===== src/rtl/core/assert_macros.svh =====
// ----------------------------------------------------------------------------
// Assertion macros
// Concurrent assertion wrappers; define NO_ASSERTIONS to compile them out.
// ----------------------------------------------------------------------------
`ifndef ASSERT_MACROS_SVH
`define ASSERT_MACROS_SVH

`ifndef NO_ASSERTIONS

// checked only while out of reset
`define ASSERT_AR(lbl, clk, rstn, prop, msg) \
  lbl: assert property (@(posedge clk) disable iff (!(rstn)) (prop)) else $error(msg);

// checked at every edge, reset included
`define ASSERT_ALWAYS(lbl, clk, prop, msg) \
  lbl: assert property (@(posedge clk) (prop)) else $error(msg);

`else

`define ASSERT_AR(lbl, clk, rstn, prop, msg)
`define ASSERT_ALWAYS(lbl, clk, prop, msg)

`endif

`endif


===== src/rtl/core/cds_pkg.sv =====
// ----------------------------------------------------------------------------
// cds_pkg
// Types, codes and calendar helpers shared by the date stepper.
// ----------------------------------------------------------------------------
package cds_pkg;

  typedef enum logic [3:0] {
    CMD_DAY_BACK   = 4'd0,
    CMD_DAY_FWD    = 4'd1,
    CMD_WEEK_UP    = 4'd2,
    CMD_WEEK_DOWN  = 4'd3,
    CMD_MONTH_FWD  = 4'd4,
    CMD_MONTH_BACK = 4'd5,
    CMD_YEAR_FWD   = 4'd6,
    CMD_YEAR_BACK  = 4'd7,
    CMD_LOAD       = 4'd8,
    CMD_CONFIRM    = 4'd9,
    CMD_CANCEL     = 4'd10
  } cmd_e;

  typedef enum logic [1:0] {
    FIN_NONE    = 2'd0,
    FIN_CONFIRM = 2'd1,
    FIN_CANCEL  = 2'd2
  } finish_e;

  typedef struct packed {
    logic [15:0] year;
    logic [3:0]  month;
    logic [4:0]  day;
  } date_t;

  typedef struct packed {
    date_t   date;
    logic    month_changed;
    finish_e finish;
  } step_res_t;

  localparam logic [15:0] RESET_YEAR      = 16'd2000;
  localparam logic [3:0]  RESET_MONTH     = 4'd1;
  localparam logic [4:0]  RESET_DAY       = 5'd1;
  localparam logic [3:0]  MONTHS_PER_YEAR = 4'd12;
  localparam logic [4:0]  DAYS_PER_WEEK   = 5'd7;
  localparam logic [3:0]  MONTH_FEB       = 4'd2;
  localparam logic [3:0]  MONTH_APR       = 4'd4;
  localparam logic [3:0]  MONTH_JUN       = 4'd6;
  localparam logic [3:0]  MONTH_SEP       = 4'd9;
  localparam logic [3:0]  MONTH_NOV       = 4'd11;
  localparam logic [4:0]  LEN_LONG        = 5'd31;
  localparam logic [4:0]  LEN_SHORT       = 5'd30;
  localparam logic [4:0]  LEN_FEB_LEAP    = 5'd29;
  localparam logic [4:0]  LEN_FEB         = 5'd28;

  // y % 25 == 0  <=>  (y * inv(25) mod 2^16) <= floor(65535 / 25)
  localparam logic [15:0] INV25           = 16'd23593;
  localparam logic [15:0] MAX_Q25         = 16'd2621;

  function automatic logic is_leap(input logic [15:0] y);
    logic [15:0] p;
    logic        div25;
    p     = y * INV25;
    div25 = (p <= MAX_Q25);
    // given y % 4 == 0: y % 100 == 0 <=> div25, y % 400 == 0 <=> div25 and y % 16 == 0
    return (y[1:0] == 2'd0) && (!div25 || (y[3:0] == 4'd0));
  endfunction

  function automatic logic [4:0] month_len(input logic [15:0] y, input logic [3:0] m);
    logic [4:0] len;
    unique case (m)
      MONTH_APR, MONTH_JUN, MONTH_SEP, MONTH_NOV: len = LEN_SHORT;
      MONTH_FEB: len = is_leap(y) ? LEN_FEB_LEAP : LEN_FEB;
      default:   len = LEN_LONG;
    endcase
    return len;
  endfunction

endpackage


===== src/rtl/core/cds_step.sv =====
// ----------------------------------------------------------------------------
// cds_step
// Next-date logic: applies one navigation command to the current date.
// ----------------------------------------------------------------------------
module cds_step
  import cds_pkg::*;
(
  input  logic [3:0]  cmd_i,
  input  logic [15:0] load_year_i,
  input  logic [3:0]  load_month_i,
  input  logic [4:0]  load_day_i,
  input  date_t       cur_i,
  output step_res_t   res_o
);

  logic [4:0]  last_cur;
  logic [4:0]  last_new;
  logic [15:0] ny;
  logic [3:0]  nm;
  logic [4:0]  nd;
  logic        take_len;
  logic        clamp;
  finish_e     fin;
  logic [4:0]  day_fin;

  assign last_cur = month_len(cur_i.year, cur_i.month);

  always_comb begin
    ny       = cur_i.year;
    nm       = cur_i.month;
    nd       = cur_i.day;
    take_len = 1'b0;
    clamp    = 1'b0;
    fin      = FIN_NONE;
    unique case (cmd_i)
      CMD_DAY_BACK: begin
        if (cur_i.day > 5'd1) begin
          nd = cur_i.day - 5'd1;
        end else begin
          take_len = 1'b1;
          if (cur_i.month > 4'd1) begin
            nm = cur_i.month - 4'd1;
          end else begin
            nm = MONTHS_PER_YEAR;
            ny = cur_i.year - 16'd1;
          end
        end
      end
      CMD_DAY_FWD: begin
        if (cur_i.day < last_cur) begin
          nd = cur_i.day + 5'd1;
        end else begin
          nd = 5'd1;
          if (cur_i.month < MONTHS_PER_YEAR) begin
            nm = cur_i.month + 4'd1;
          end else begin
            nm = 4'd1;
            ny = cur_i.year + 16'd1;
          end
        end
      end
      CMD_WEEK_UP: begin
        if (cur_i.day > DAYS_PER_WEEK) begin
          nd = cur_i.day - DAYS_PER_WEEK;
        end else if (({1'b0, cur_i.day} + 6'd28) <= {1'b0, last_cur}) begin
          nd = cur_i.day + 5'd28;
        end else begin
          nd = cur_i.day + 5'd21;
        end
      end
      CMD_WEEK_DOWN: begin
        if (({1'b0, cur_i.day} + {1'b0, DAYS_PER_WEEK}) <= {1'b0, last_cur}) begin
          nd = cur_i.day + DAYS_PER_WEEK;
        end else begin
          priority if (cur_i.day > 5'd28) begin
            nd = cur_i.day - 5'd28;
          end else if (cur_i.day > 5'd21) begin
            nd = cur_i.day - 5'd21;
          end else if (cur_i.day > 5'd14) begin
            nd = cur_i.day - 5'd14;
          end else if (cur_i.day > DAYS_PER_WEEK) begin
            nd = cur_i.day - DAYS_PER_WEEK;
          end else begin
            nd = cur_i.day;
          end
        end
      end
      CMD_MONTH_FWD: begin
        clamp = 1'b1;
        if (cur_i.month < MONTHS_PER_YEAR) begin
          nm = cur_i.month + 4'd1;
        end else begin
          nm = 4'd1;
          ny = cur_i.year + 16'd1;
        end
      end
      CMD_MONTH_BACK: begin
        clamp = 1'b1;
        if (cur_i.month > 4'd1) begin
          nm = cur_i.month - 4'd1;
        end else begin
          nm = MONTHS_PER_YEAR;
          ny = cur_i.year - 16'd1;
        end
      end
      CMD_YEAR_FWD: begin
        clamp = 1'b1;
        ny    = cur_i.year + 16'd1;
      end
      CMD_YEAR_BACK: begin
        clamp = 1'b1;
        ny    = cur_i.year - 16'd1;
      end
      CMD_LOAD: begin
        clamp = 1'b1;
        ny    = load_year_i;
        if (load_month_i == 4'd0) begin
          nm = 4'd1;
        end else if (load_month_i > MONTHS_PER_YEAR) begin
          nm = MONTHS_PER_YEAR;
        end else begin
          nm = load_month_i;
        end
        nd = (load_day_i == 5'd0) ? 5'd1 : load_day_i;
      end
      CMD_CONFIRM: fin = FIN_CONFIRM;
      CMD_CANCEL:  fin = FIN_CANCEL;
      default: ;
    endcase
  end

  assign last_new = month_len(ny, nm);

  always_comb begin
    if (take_len || (clamp && (nd > last_new))) begin
      day_fin = last_new;
    end else begin
      day_fin = nd;
    end
  end

  assign res_o.date.year     = ny;
  assign res_o.date.month    = nm;
  assign res_o.date.day      = day_fin;
  assign res_o.month_changed = (ny != cur_i.year) || (nm != cur_i.month);
  assign res_o.finish        = fin;

endmodule


===== src/rtl/core/calendar_date_stepper.sv =====
// ----------------------------------------------------------------------------
// calendar_date_stepper
// Keeps a selected Gregorian date and applies one navigation command per beat.
// ----------------------------------------------------------------------------
// Input channel (in_valid_i / in_stall_o) carries a command and load fields;
// output channel (out_valid_o / out_stall_i) returns one beat per command with
// the date after the step, a month-changed flag and the finish code.
// An accepted beat lands in the input register; once the output register can
// advance, the step logic runs against the stored date and writes the date and
// result registers together, and the result register drives the output channel.
// Throughput: one command per cycle while the receiver does not stall; the
// stored date is updated in that same register stage, so back-to-back commands
// see each other's effect.
// Critical path: next year/month select, leap test multiply, day clamp.
// Reset clears both stages and sets the date to 2000-01-01.
// While the receiver stalls, the result holds; one more beat is still taken
// into the input register, after which in_stall_o is raised.
// ----------------------------------------------------------------------------
`include "assert_macros.svh"

module calendar_date_stepper
  import cds_pkg::*;
(
  input  logic        clk_i,
  input  logic        rst_ni,
  input  logic        in_valid_i,
  output logic        in_stall_o,
  input  logic [3:0]  command_i,
  input  logic [15:0] load_year_i,
  input  logic [3:0]  load_month_i,
  input  logic [4:0]  load_day_i,
  output logic        out_valid_o,
  input  logic        out_stall_i,
  output logic [15:0] year_o,
  output logic [3:0]  month_o,
  output logic [4:0]  day_o,
  output logic        month_changed_o,
  output logic [1:0]  finish_o
);

  logic        s1_valid_q;
  logic [3:0]  cmd_q;
  logic [15:0] ld_year_q;
  logic [3:0]  ld_month_q;
  logic [4:0]  ld_day_q;
  date_t       date_q;
  logic        out_valid_q;
  step_res_t   res_q;
  step_res_t   step_res;
  logic        advance;
  logic        in_fire;
  logic        s1_fire;

  assign advance    = !out_valid_q || !out_stall_i;
  assign in_stall_o = s1_valid_q && !advance;
  assign in_fire    = in_valid_i && !in_stall_o;
  assign s1_fire    = s1_valid_q && advance;

  always_ff @(posedge clk_i) begin
    if (in_fire) begin
      cmd_q      <= command_i;
      ld_year_q  <= load_year_i;
      ld_month_q <= load_month_i;
      ld_day_q   <= load_day_i;
    end
  end

  cds_step u_step (
    .cmd_i        (cmd_q),
    .load_year_i  (ld_year_q),
    .load_month_i (ld_month_q),
    .load_day_i   (ld_day_q),
    .cur_i        (date_q),
    .res_o        (step_res)
  );

  always_ff @(posedge clk_i or negedge rst_ni) begin
    if (!rst_ni) begin
      s1_valid_q   <= 1'b0;
      out_valid_q  <= 1'b0;
      date_q.year  <= RESET_YEAR;
      date_q.month <= RESET_MONTH;
      date_q.day   <= RESET_DAY;
    end else begin
      if (in_fire) begin
        s1_valid_q <= 1'b1;
      end else if (s1_fire) begin
        s1_valid_q <= 1'b0;
      end
      if (s1_fire) begin
        out_valid_q <= 1'b1;
        date_q      <= step_res.date;
      end else if (!out_stall_i) begin
        out_valid_q <= 1'b0;
      end
    end
  end

  always_ff @(posedge clk_i) begin
    if (s1_fire) begin
      res_q <= step_res;
    end
  end

  assign out_valid_o     = out_valid_q;
  assign year_o          = res_q.date.year;
  assign month_o         = res_q.date.month;
  assign day_o           = res_q.date.day;
  assign month_changed_o = res_q.month_changed;
  assign finish_o        = res_q.finish;

  `ASSERT_ALWAYS(a_reset_empty, clk_i, !rst_ni |=> (!out_valid_q && !s1_valid_q), "pipeline not empty in reset")
  `ASSERT_AR(a_date_legal, clk_i, rst_ni, (date_q.month >= 4'd1) && (date_q.month <= MONTHS_PER_YEAR) && (date_q.day >= 5'd1) && (date_q.day <= month_len(date_q.year, date_q.month)), "stored date out of range")
  `ASSERT_AR(a_out_mirrors_date, clk_i, rst_ni, out_valid_q |-> (res_q.date == date_q), "pending result differs from stored date")
  `ASSERT_AR(a_date_hold, clk_i, rst_ni, !s1_fire |=> $stable(date_q), "date moved without a step")
  `ASSERT_AR(a_finish_no_move, clk_i, rst_ni, (out_valid_q && (res_q.finish != FIN_NONE)) |-> !res_q.month_changed, "finish beat reports a month change")

endmodule

===== config.mk =====
export PLATFORM = sky130hd
export DESIGN_NAME = calendar_date_stepper
export DESIGN_NICKNAME = d
export VERILOG_FILES = /design/src/rtl/core/cds_pkg.sv /design/src/rtl/core/cds_step.sv /design/src/rtl/core/calendar_date_stepper.sv
export VERILOG_INCLUDE_DIRS = /design/src /design/src/rtl/core
export SDC_FILE = /design/constraint.sdc
export NUM_CORES = 1
export LEC_CHECK = 0
export ABC_AREA = 1
export BUFFER_PORTS_ARGS = -buffer_cell sky130_fd_sc_hd__clkbuf_2
export CORE_MARGIN = 2
export CORE_UTILIZATION = 30
export DETAILED_ROUTE_END_ITERATION = 10
export GPL_ROUTABILITY_DRIVEN = 0
export PLACE_DENSITY_LB_ADDON = 0.3
export SETUP_SLACK_MARGIN = 0.1
export SLEW_MARGIN = 20
export SYNTH_ARGS = -nofsm -noshare
export SYNTH_HDL_FRONTEND = slang
export SYNTH_SLANG_ARGS = --single-unit

===== constraint.sdc =====
create_clock -name clk_i -period 25.8 [get_ports clk_i]
set_input_delay 5.16 -clock clk_i [delete_from_list [all_inputs] [get_ports clk_i]]
set_output_delay 5.16 -clock clk_i [all_outputs]
set_load 0.1 [all_outputs]

=== Yosys cells after proc, flatten, opt, wreduce, memory -nomap -nowiden ===
Index checks and enable logic that the tools add are counted.
Widths: inputs -> output; s select.

* Logic and storage cells: 132
* Bits in registers: 84

* Reductions and logical operators: 28
* Mux-type cells: 36
* Equal/unequal tests: 23
* $mul: 2
* Order comparisons: 14
* Add/sub/neg operators: 15

{| class="wikitable"
|+ Operators with widths
! operator !! number
|-
| $pmux 16 s7 || 1
|-
| $mux 16 || 4
|-
| $mux 5 || 11
|-
| $eq 4x3->1 const B || 8
|-
| $le 16x12->1 const B || 2
|-
| $mul 16x15->16 const B || 2
|-
| $eq 4x4->1 const B || 7
|-
| $pmux 5 s5 || 1
|-
| $mux 4 || 6
|-
| $pmux 4 s5 || 1
|-
| $pmux 5 s2 || 2
|-
| $add 16x1->16 const B || 1
|-
| $eq 4x2->1 const B || 4
|-
| $logic_not 4->1 || 4
|-
| $ne 16x16->1 || 1
|-
| $sub 16x1->16 const B || 1
|-
| $le 6x5->1 || 2
|-
| $add 5x5->5 const B || 2
|-
| $gt 5x5->1 const B || 2
|-
| $sub 5x5->5 const B || 2
|-
| $mux 1 || 9
|-
| $reduce_or 4->1 || 2
|-
| $add 5x3->6 const B || 1
|-
| $add 5x5->6 const B || 1
|-
| 26 further kinds || 41
|}

=== Logic depth before layout (Yosys ltp) ===
Gate-level depths: netlist of the first run.

* Depth in word-level cells: 21
* Depth in mapped cells: 73
* Depth with buffers taken out: 72

=== Modules after synthesis ===
Synthesis of the first run repeated with hierarchy kept, for this count alone.

* Cells, all modules: 1,221
* Area total of the unflattened synthesis: 9,748.1 µm²

{| class="wikitable"
|+ By module, submodules not included
! module !! times used !! seq. area each (µm²) !! cells an instance !! area an instance (µm²)
|-
| cds_step || 1 || 0.0 || 1,044 || 6,855.3
|-
| calendar_date_stepper || 1 || 2,397.3 || 177 || 2,892.8
|}

=== Worst setup path after synthesis of the first run ===
Ideal clock, no wire load.

* Path kind: input to output
* Start: input out_stall_i
* End: output in_stall_o
* Stages: 2
* Slack: 14.078 ns
* Buffers on the path: 0
* Data arrival time: 6.562 ns
* Cells stage by stage: nand2_1 nor2_1

* Longest elaborated chain between the ends: 4

{| class="wikitable"
|+ Ends and longest elaborated chain
! item !! line !! source
|-
| start: declaration || calendar_date_stepper.sv:33 || <nowiki>input logic out_stall_i,</nowiki>
|-
| $logic_not 1->1 || -- ||
|-
| $logic_or 1x1->1 || calendar_date_stepper.sv:54 || <nowiki>assign advance = !out_valid_q || !out_stall_i;</nowiki>
|-
| $logic_not 1->1 || calendar_date_stepper.sv:55 || <nowiki>assign in_stall_o = s1_valid_q && !advance;</nowiki>
|-
| $logic_and 1x1->1 || calendar_date_stepper.sv:55 ||
|-
| end: declaration || calendar_date_stepper.sv:27 || <nowiki>output logic in_stall_o,</nowiki>
|}

No other way between the ends.

==> results of run 1 <==
==> cell families after synthesis <==
| group | synth area share, % |
|---|---|
| mux | 0.103 |
| compound gates | 10.8 |
| simple gates | 23.2 |
| xor+xnor | 4.15 |
| flops | 24.7 |
| buf+inv | 9.60 |
| fa+ha+maj | 27.4 |
==> final cells by class <==
class	instances	area share (%)
Inverter	203	7.18
Clock inverter	7	0.529
Timing Repair Buffer	65	3.12
Multi-Input combinational cell	898	59.8
Clock buffer	9	2.11
Sequential cell	84	22.5
Tap cell	402	4.72
==> state kept, by name, indices dropped and copies added (netlist names), 2 cells and up <==
signal / count
date_q: 25
ld_year_q: 16
year_o: 16
day_o: 5
ld_day_q: 5
cmd_q: 4
ld_month_q: 4
month_o: 4
finish_o: 2
==> metal layers <==
layer	vias up	part of all wire (%)	GRT usage, %
met5	-	0	0
met4	0	4.2	7.90
met3	58	4.4	2.22
met2	236	48	28.8
met1	3935	44	21.9
li1	4124	-	-
==> stage by stage <==
| stage | area [um2] | hold WS, ns | cells | utilization, % |
|---|---|---|---|---|
| 6_report | 10700 | 0.478 | 1668 | 33.6 |
| 5_1_grt | 10700 | 0.526 | 1668 | 33.6 |
| 4_1_cts | 10700 | 0.481 | 1668 | 33.6 |
| 3_5_place_dp | 10400 | 0.463 | 1652 | 32.7 |
| 3_3_place_gp | 10400 | 0.454 | 1652 | 32.7 |
| 2_1_floorplan | 9700 | 0.448 | 1211 | - |
==> final timing paths <==
path / end / cells after the start
min in group asynchronous: date_q[2] / 1
min reg2reg: out_valid_o / 2
max: day_o[1] / 54
max reg2reg: day_o[1] / 54
max in group asynchronous: date_q[10] / 1
min: out_valid_o / 2
==> critical path: cells and delay by family (launching register included) <==
kind            cells  cell delay (ns)
buf+inv             9             1.01
compound gates     11             2.47
flops               1             0.70
xor+xnor            4             0.67
simple gates       15             1.51
fa+ha+maj          15             5.47
==> cell usage in the layout (no fill, tap or decap), types with 4 or more instances in the layout <==
cell	netlist	final
sky130_fd_sc_hd__nand2_1	245	245
sky130_fd_sc_hd__inv_1	180	179
sky130_fd_sc_hd__ha_1	155	155
sky130_fd_sc_hd__nor2_1	86	86
sky130_fd_sc_hd__o21ai_0	69	69
sky130_fd_sc_hd__nand3_1	62	62
sky130_fd_sc_hd__clkbuf_2	0	62
sky130_fd_sc_hd__edfxtp_1	57	57
sky130_fd_sc_hd__a21oi_1	39	39
sky130_fd_sc_hd__fa_1	36	36
sky130_fd_sc_hd__xor2_1	29	29
sky130_fd_sc_hd__nand4_1	24	24
sky130_fd_sc_hd__inv_2	19	20
sky130_fd_sc_hd__dfrtp_1	19	19
sky130_fd_sc_hd__nand2_2	17	17
sky130_fd_sc_hd__xnor2_1	17	17
sky130_fd_sc_hd__nand2_4	11	11
sky130_fd_sc_hd__nor3_1	11	11
sky130_fd_sc_hd__o22ai_1	10	10
sky130_fd_sc_hd__clkbuf_16	0	9
sky130_fd_sc_hd__dfstp_2	8	8
sky130_fd_sc_hd__o21ai_1	7	7
sky130_fd_sc_hd__nor2_2	5	5
sky130_fd_sc_hd__a31oi_1	5	5
sky130_fd_sc_hd__nor4_1	5	5
sky130_fd_sc_hd__a22oi_1	5	5
sky130_fd_sc_hd__nand3_2	5	5
sky130_fd_sc_hd__o2111ai_1	5	5
sky130_fd_sc_hd__nor2_4	4	4
sky130_fd_sc_hd__o221ai_1	4	4
sky130_fd_sc_hd__o211ai_1	4	4
sky130_fd_sc_hd__inv_6	0	4
==> metrics.cfg, run 1 <==
[status]
outcome=completed

[timing]
fin_crit_sh_pct=47.0
post-route-worst-setup-slack_ns=13.67
totalNegativeSetupSlack_ns=0
grt_setup_unrepaired=false
finalWorstPathRequiredPeriod_ns=12.13
fin_worst_skew_ns=0.0126
achievable-frequency_ghz=0.0825
final_setup_viols=0
max_slew_margin_pct=31.7
hold_viol_final=0
worst_max_slew_pin_slew_ns=1.02
maxSlewViolCount=0

[route]
antenna_violating_nets_post_route=0
drt_iter0_markers=667
avgRoutedWirePerCell_um=16.9
firstDrtPassIters=6
vias_per_cell=5.01
total_detailed_routing_wirelength_mm=28.2
post-route-drc-count=0
routed-via-count=8353

[global_route]
largest_net_degree_at_the_start_of_global_routing=51
gr-total-overflow=0
grt_first_pass_wirelength_mm=44.6
aggregate_global_route_resource_usage_pct=17.1
grt_antenna_before_repair=0
first_global_vias=8113

[clocking]
clock-sinks=84
clock_tree_from_tritoncts=done
worst_skew_pair.late_latency_ns=0.36
cts_resized=0
max-clock-path-buffers=2
clk_pin_slew_ns=0.07
postCtsSetupBuffers=0
htree_num_levels=3
clock_tree.root_cell=sky130_fd_sc_hd__clkbuf_16
tritoncts.num_buffers=9
post_cts_hold_buffer_count=0

[worst_setup_path]
endpoint_kind=flop
cp-startpoint=date_q[13]
ff2ff_setup_slack_ns=13.67
cell_type_with_the_highest_occurrence_count_on_the_critical_path=sky130_fd_sc_hd__ha_1
setup.worst_path.start_class=flop
arrival_time_worst_endpoint_ns=12.23
worst_flop_to_flop_path_startpoint=date_q[13]
critical-path-max-stage-delay_ns=0.70
critical-path-slowest-cell=sky130_fd_sc_hd__dfstp_2
critPathKind=reg -> reg
worst-endpoint-required_ns=25.90
crit_path_max_fo=12

[floorplanning]
die_area_mm2=0.0338
core_area_mm2=0.0317
initial_utilization_pct=30.6
chipHeight_um=184
fp-row-count=65
number_of_primary_i_o_pins=63
die_width_um=184

[cells_and_area]
num_antenna_cells=0
num-fill-cells=3389
seqCellArea_mm2=0.00240
drive_above_1_share_pct=13.0
areaGrowthSynthToFinish_pct=9.80
final_nets=1485
multi_input_area_mm2=0.00637

[synth]
yosys_register_bits=84
yosysWarnings=0
ys_seq_area_share_pct=24.7
post_synth_num_cell_types=61
synth.most_common_cell=sky130_fd_sc_hd__nand2_1
post-synth-top-area-cell=sky130_fd_sc_hd__ha_1
synthTopCellsByCount=245 x sky130_fd_sc_hd__nand2_1, 180 x sky130_fd_sc_hd__inv_1, 155 x sky130_fd_sc_hd__ha_1, 86 x sky130_fd_sc_hd__nor2_1, 69 x sky130_fd_sc_hd__o21ai_0
synth_fp_nets=1435
synth.area.top_cells=sky130_fd_sc_hd__ha_1 20%, sky130_fd_sc_hd__edfxtp_1 18%, sky130_fd_sc_hd__nand2_1 9.5%
syn-mean-instance-area_um2=8.01
number_of_flops_mapped_to_enable_cells_by_yosys=57
synth_cells=1211
netlist_area_mm2=0.00970
ys_async_sr_fraction_pct=32.1
synth_top_area_share_pct=20.0
synth_ff_type=sky130_fd_sc_hd__edfxtp_1

[placement]
detailed_place_hpwl_mm=22.4
port_buffers=62
pre_cts_slack_ns=13.77

[min_path]
timing.hold.worst.start=s1_valid_q
timing.hold.worst.class=reg -> reg

[run]
cap_violations=0

Power of run 1 is not shown: default switching activity piles up to over one toggle a cycle in this logic, so the estimate is an artifact.
==> run 2, diff against run 1 <==
- clock period: 25.8 -> 10.4 ns (I/O delays scaled with it)
==> metrics.cfg, run 2 (synthesis gave the netlist of run 1 again) <==
[route]
drt_iter0_markers=898  ; +35%
antenna_violating_nets_post_route=0  ; unchanged
detailroute.wirelength.met3_mm=2.05  ; +66%
vias_per_cell=5.09  ; +1.6%
routed-via-count=9662  ; +16%
met2_length_mm=15.8  ; +18%
highest_layer=met4
total_detailed_routing_wirelength_mm=33.6  ; +19%
firstDrtPassIters=11  ; +5
avgRoutedWirePerCell_um=17.7  ; +4.6%
post-route-drc-count=0  ; unchanged
wirelength_met1_mm=14.0  ; +14%

[floorplanning]
chipHeight_um=184  ; unchanged
fp-row-count=65  ; unchanged
number_of_primary_i_o_pins=63  ; unchanged
initial_utilization_pct=30.6  ; unchanged
core_area_mm2=0.0317  ; unchanged
die_area_mm2=0.0338  ; unchanged
die_width_um=184  ; unchanged

[run]
cap_violations=0  ; unchanged

[timing]
fin_worst_skew_ns=0.0213  ; +0.00877 ns
achievable-frequency_ghz=0.0964  ; +17%
max_slew_margin_pct=31.6  ; -0.093 points
worst_max_slew_pin_slew_ns=1.03  ; +0.00140 ns
finalWorstPathRequiredPeriod_ns=10.37  ; -1.76 ns
fin_crit_sh_pct=99.7  ; +53 points
post-route-worst-setup-slack_ns=0.0292  ; -13.64 ns
maxSlewViolCount=0  ; unchanged
grt_setup_unrepaired=true
hold_viol_final=0  ; unchanged
final_setup_viols=0  ; unchanged

[global_route]
gr-total-overflow=0  ; unchanged
first_global_vias=9591  ; +18%
grt_first_pass_wirelength_mm=51.3  ; +15%
aggregate_global_route_resource_usage_pct=19.8  ; +2.6 points
largest_net_degree_at_the_start_of_global_routing=51  ; unchanged
grt_antenna_before_repair=0  ; unchanged

[clocking]
tritoncts.num_buffers=9  ; unchanged
clock-sinks=84  ; unchanged
clk_pin_slew_ns=0.08  ; about the same
max-clock-path-buffers=2  ; unchanged
worst_skew_pair.late_latency_ns=0.38  ; +0.02 ns
clock_tree.root_cell=sky130_fd_sc_hd__clkbuf_16
htree_num_levels=3  ; unchanged
clock_tree_from_tritoncts=done
post_cts_hold_buffer_count=0  ; unchanged

[worst_setup_path]
worst-endpoint-required_ns=10.50  ; -15.40 ns
crit-reg2reg-capture=day_o[1]
setup.worst_path.start_class=flop
crit_path_max_fo=4  ; -8
worst-r2r-cell-count=58  ; +7.4%
critical-path-max-stage-delay_ns=0.56  ; -0.14 ns
cell_type_with_the_highest_occurrence_count_on_the_critical_path=sky130_fd_sc_hd__fa_1
worst_flop_to_flop_path_startpoint=date_q[13]
worst_path_dominant_cell_family=adder cells
arrival_time_worst_endpoint_ns=10.47  ; -1.76 ns
endpoint_kind=flop
critPathKind=reg -> reg
cp-startpoint=date_q[13]
critical-path-slowest-cell=sky130_fd_sc_hd__fa_1
worstSetupPathDepth=58  ; +7.4%
critPathCapture=day_o[1]
worstPathBufferInverterCount=14  ; +5
ff2ff_setup_slack_ns=0.03  ; -13.64 ns

[cells_and_area]
num_antenna_cells=0  ; unchanged
layout_common_cells=238 x sky130_fd_sc_hd__nand2_1, 221 x sky130_fd_sc_hd__buf_4, 154 x sky130_fd_sc_hd__inv_1
max_flop_register=date_q
largest_register_ffs=25  ; unchanged
areaGrowthSynthToFinish_pct=38.2
final_common_cell=sky130_fd_sc_hd__nand2_1
final_nets=1716  ; +16%
drive_above_1_share_pct=35.3  ; +22 points
final_cell_area_mm2=0.0134  ; +26%

[status]
outcome=completed

[placement]
placement.cell_area_mm2=0.0113  ; +8.8%
pre_cts_slack_ns=-0.702  ; -14.47 ns
port_buffers=62  ; unchanged
detailed_place_hpwl_mm=23.7  ; +5.5%

[min_path]
timing.hold.worst.class=reg -> reg

## run 2: cell count changes in the layout (fill, tap and decap cells not counted), moves of 7 or more
| cell | change |
|---|---|
| sky130_fd_sc_hd__ha_4 | +48 |
| sky130_fd_sc_hd__ha_1 | -51 |
| sky130_fd_sc_hd__a21oi_2 | +8 |
| sky130_fd_sc_hd__nand2_1 | -7 |
| sky130_fd_sc_hd__inv_2 | +24 |
| sky130_fd_sc_hd__a21oi_1 | -11 |
| sky130_fd_sc_hd__buf_4 | +218 |
| sky130_fd_sc_hd__o21ai_2 | +8 |
| sky130_fd_sc_hd__inv_1 | -25 |
| sky130_fd_sc_hd__buf_6 | +13 |
| sky130_fd_sc_hd__o21ai_0 | -12 |
| sky130_fd_sc_hd__nand2_2 | +7 |
## run 2: metrics by stage
stage               hold slack, ns  util, %  std cells  TNS [ns]
global placement             0.462     35.6       1774     -4.34
finish                       0.473     42.3       1899         0
floorplan                    0.448        -       1211         0
detailed placement           0.468     35.6       1774     -5.01
CTS                          0.478     40.3       1889         0
global route                 0.539     42.3       1899     -3.34
## run 2: layout make-up
type	instances	area, um2
clock buffers	10	239
clock inverters	6	93.8
fillers	3060	18300
inverters	203	768
multi-input cells	898	7290
flip-flops and latches	84	2400
well taps	402	503
repair buffers	296	2120
## run 2: worst reg2reg max path, delay by kind of cell (launching register included)
kind            cells  cell delay, ns
xor+xnor            4            0.62
flops               1            0.54
fa+ha+maj          15            5.11
compound gates      9            1.11
buf+inv            14            1.19
simple gates       16            1.55
## run 2: how the worst min path moves through the flow
stage,from,cells past startpoint,slack [ns],endpoint
after detailed placement,s1_valid_q,2,0.47,out_valid_o
final,s1_valid_q,2,0.47,out_valid_o
after CTS,s1_valid_q,2,0.48,out_valid_o
after global routing,s1_valid_q,2,0.54,out_valid_o
after global placement,s1_valid_q,2,0.46,out_valid_o
after floorplan,s1_valid_q,2,0.45,out_valid_o
## run 2: per-layer routing
layer,track usage [%],up-vias
li1,-,4589
met1,24.2,4520
met2,33.1,419
met3,3.47,134
met4,10.5,0
met5,0,-
## run 2: what timing repair did
| item | CTS | global route |
|---|---|---|
| setup buffers | 103 | 22 |
| endpoints found under the setup margin | 8 | 9 |
| hold endpoints to repair | 0 | 0 |
| pin swaps | 86 | 79 |
| resized for setup | 83 | 92 |
Power of run 2 is left out for the same reason.
==> run 3, diff against run 2 <==
- CAP_MARGIN: not set -> 20
- CORE_UTILIZATION: 30 -> 45
- SYNTH_HIERARCHICAL: not set -> 1
==> metrics.cfg, run 3 <==
[worst_setup_path]
worst_path_dominant_cell_family=adder cells
arrival_time_worst_endpoint_ns=10.74  ; +0.27 ns
critical-path-slowest-cell=sky130_fd_sc_hd__dfstp_2
worst-r2r-cell-count=66  ; +14%
worst_flop_to_flop_path_startpoint=date_q[13]
crit_path_max_fo=6  ; +2
worstSetupPathDepth=66  ; +14%
critical-path-max-stage-delay_ns=0.58  ; +0.02 ns
ff2ff_setup_slack_ns=-0.05  ; -0.08 ns
setup.worst_path.start_class=flop
critPathKind=reg -> reg
worstPathBufferInverterCount=11  ; -3
crit-reg2reg-capture=date_q[0]
endpoint_kind=flop
worst-endpoint-required_ns=10.70  ; +0.20 ns

[cells_and_area]
layout_common_cells=242 x sky130_fd_sc_hd__nand2_1, 164 x sky130_fd_sc_hd__inv_1, 125 x sky130_fd_sc_hd__ha_1
final-instance-count-excl-fill=1679  ; -12%
final_nets=1623  ; -5.4%
areaGrowthSynthToFinish_pct=23.8
num_antenna_cells=0  ; unchanged
max_flop_register=date_q
final_cell_area_mm2=0.0121  ; -10%
num-fill-cells=1949  ; -36%
largest_register_ffs=25  ; unchanged
final_common_cell=sky130_fd_sc_hd__nand2_1
drive_above_1_share_pct=26.4  ; -8.8 points

[synth]
synthTopCellsByCount=258 x sky130_fd_sc_hd__nand2_1, 179 x sky130_fd_sc_hd__inv_1, 155 x sky130_fd_sc_hd__ha_1, 79 x sky130_fd_sc_hd__nand3_1, 79 x sky130_fd_sc_hd__nor2_1
number_of_flops_mapped_to_enable_cells_by_yosys=57  ; unchanged
synth.area.top_cells=sky130_fd_sc_hd__ha_1 20%, sky130_fd_sc_hd__edfxtp_1 18%, sky130_fd_sc_hd__nand2_1 9.9%
netlist_area_mm2=0.00975  ; +0.48%
ys_seq_area_share_pct=24.6  ; -0.12 points
ys_async_sr_fraction_pct=32.1  ; unchanged
synth_fp_nets=1445  ; +0.70%
syn-mean-instance-area_um2=7.98  ; -0.35%
yosysWarnings=6  ; +6
post-synth-top-area-cell=sky130_fd_sc_hd__ha_1
synth_top_area_share_pct=19.9  ; -0.095 points
synth_ff_type=sky130_fd_sc_hd__edfxtp_1
synth.most_common_cell=sky130_fd_sc_hd__nand2_1
post_synth_num_cell_types=54  ; -11%
synth_cells=1221  ; +0.83%
yosys_register_bits=84  ; unchanged

[route]
post-route-drc-count=0  ; unchanged
avgRoutedWirePerCell_um=17.1  ; -3.5%
vias_per_cell=5.49  ; +8.0%
drt_iter0_markers=882  ; -1.8%
total_detailed_routing_wirelength_mm=28.7  ; -15%
antenna_violating_nets_post_route=0  ; unchanged
firstDrtPassIters=5  ; -6
routed-via-count=9224  ; -4.5%

[timing]
totalNegativeSetupSlack_ns=-0.0476  ; -0.0476 ns
hold-worst-slack_ns=0.545  ; +0.0729 ns
post-route-worst-setup-slack_ns=-0.0476  ; -0.0768 ns
final_setup_viols=1  ; +1
worst_max_slew_pin_slew_ns=0.788  ; -0.238 ns
finalWorstPathRequiredPeriod_ns=10.45  ; +0.0768 ns
achievable-frequency_ghz=0.0957  ; -0.73%
fin_worst_skew_ns=0.0174  ; -0.00397 ns
hold_viol_final=0  ; unchanged
fin_crit_sh_pct=100  ; +0.74 points
maxSlewViolCount=0  ; unchanged
grt_setup_unrepaired=true
max_slew_margin_pct=47.3  ; +16 points

[min_path]
hold_path_end=date_q[5]
hold_path_depth=2  ; unchanged
timing.hold.worst.start=date_q[5]
timing.hold.worst.class=reg -> reg

[floorplanning]
initial_utilization_pct=46.1  ; +15 points
fp-row-count=53  ; -18%
core_area_mm2=0.0212  ; -33%
chipHeight_um=151  ; -18%
number_of_primary_i_o_pins=63  ; unchanged
die_width_um=151  ; -18%
die_area_mm2=0.0229  ; -32%

[clocking]
worst_skew_pair.late_latency_ns=0.36  ; -0.02 ns
clock_tree.root_cell=sky130_fd_sc_hd__clkbuf_16
clock_tree_from_tritoncts=done
clk_pin_slew_ns=0.07  ; about the same
post_cts_hold_buffer_count=0  ; unchanged
tritoncts.num_buffers=9  ; unchanged
clock-sinks=84  ; unchanged
htree_num_levels=3  ; unchanged
max-clock-path-buffers=2  ; unchanged

[placement]
port_buffers=62  ; unchanged
placement.cell_area_mm2=0.0112  ; -0.85%
detailed_place_hpwl_mm=22.2  ; -6.2%
dp.cells=1649  ; -7.0%

[status]
violations=negative setup slack
outcome=finished with violations

[global_route]
grt_antenna_before_repair=0  ; unchanged
aggregate_global_route_resource_usage_pct=26.0  ; +6.2 points
grt_first_pass_wirelength_mm=45.8  ; -11%
largest_net_degree_at_the_start_of_global_routing=31  ; -39%
gr-total-overflow=0  ; unchanged
first_global_vias=8855  ; -7.7%

[run]
cap_violations=0  ; unchanged

-- run 3: changes by cell type after synthesis, sizes merged, moves of 7 or more --
cell    delta
nor2       -9
xor2       +9
o21ai     -19
o211ai    +10
o22ai      -7
xnor2      +7
clkbuf     -8
a21oi     +10
nand4     -11
nand3     +25
-- run 3: worst max path at each step --
stage | start | end | slack (ns)
after detailed placement | date_q[13] | date_q[0] | -0.45
after global routing | date_q[13] | date_q[0] | -0.67
after CTS | date_q[18] | date_q[0] | 0.03
after global placement | date_q[13] | date_q[0] | -0.34
final | date_q[13] | date_q[0] | -0.05
after floorplan | date_q[13] | date_q[0] | 0.13
-- run 3: layer usage --
layer  vias up  wire, um  global-route usage [%]
met4         0       938                    8.60
met1      4368     12500                    35.8
met5         -         0                       0
met3        76      2150                    4.37
li1       4396         -                       -
met2       384     13100                    41.4
-- run 3: cell type report --
class                           count  area [um2]  share of cell area [%]
Tap cell                          275         344                    2.85
Timing Repair Buffer              187        1260                    10.5
Clock buffer                        9         225                    1.87
Clock inverter                      7        83.8                   0.695
Multi-Input combinational cell    914        6990                    57.9
Sequential cell                    84        2400                    19.9
Inverter                          203         764                    6.34
-- run 3: worst min-delay path, delay by kind of cell, from the launching register on --
kind	cells	cell delay [ns]
flip-flops	1	0.42
AND/OR/NAND/NOR	2	0.13
-- run 3: what timing repair did --
item	in CTS	in global routing
pin swaps	69	14
setup endpoints to repair	10	10
buffers inserted	9	5
gates resized for setup	69	26
-- run 3: kinds of logic (layout without fill, tap and decap cells) --
| logic type | after synthesis | after routing | synth area share, % |
|---|---|---|---|
| adders and majority gates | 191 | 191 | 27.3 |
| muxes | 2 | 2 | 0.218 |
| AOI/OAI and AO/OA | 169 | 169 | 10.4 |
| DFF | 84 | 84 | 24.6 |
| xor gates and xnor gates | 62 | 62 | 5.57 |
| and+or+nand+nor | 490 | 490 | 22.7 |
| buffers and inverters | 223 | 406 | 9.28 |
-- run 3: through the flow --
step	util, %	worst slack, ns
after floorplan	-	0.132
final	57.0	-0.0476
after global placement	52.9	-0.338
after global routing	57.0	-0.668
after detailed placement	52.9	-0.455
after CTS	56.4	0.0314
Power of run 3 is left out for the same reason.
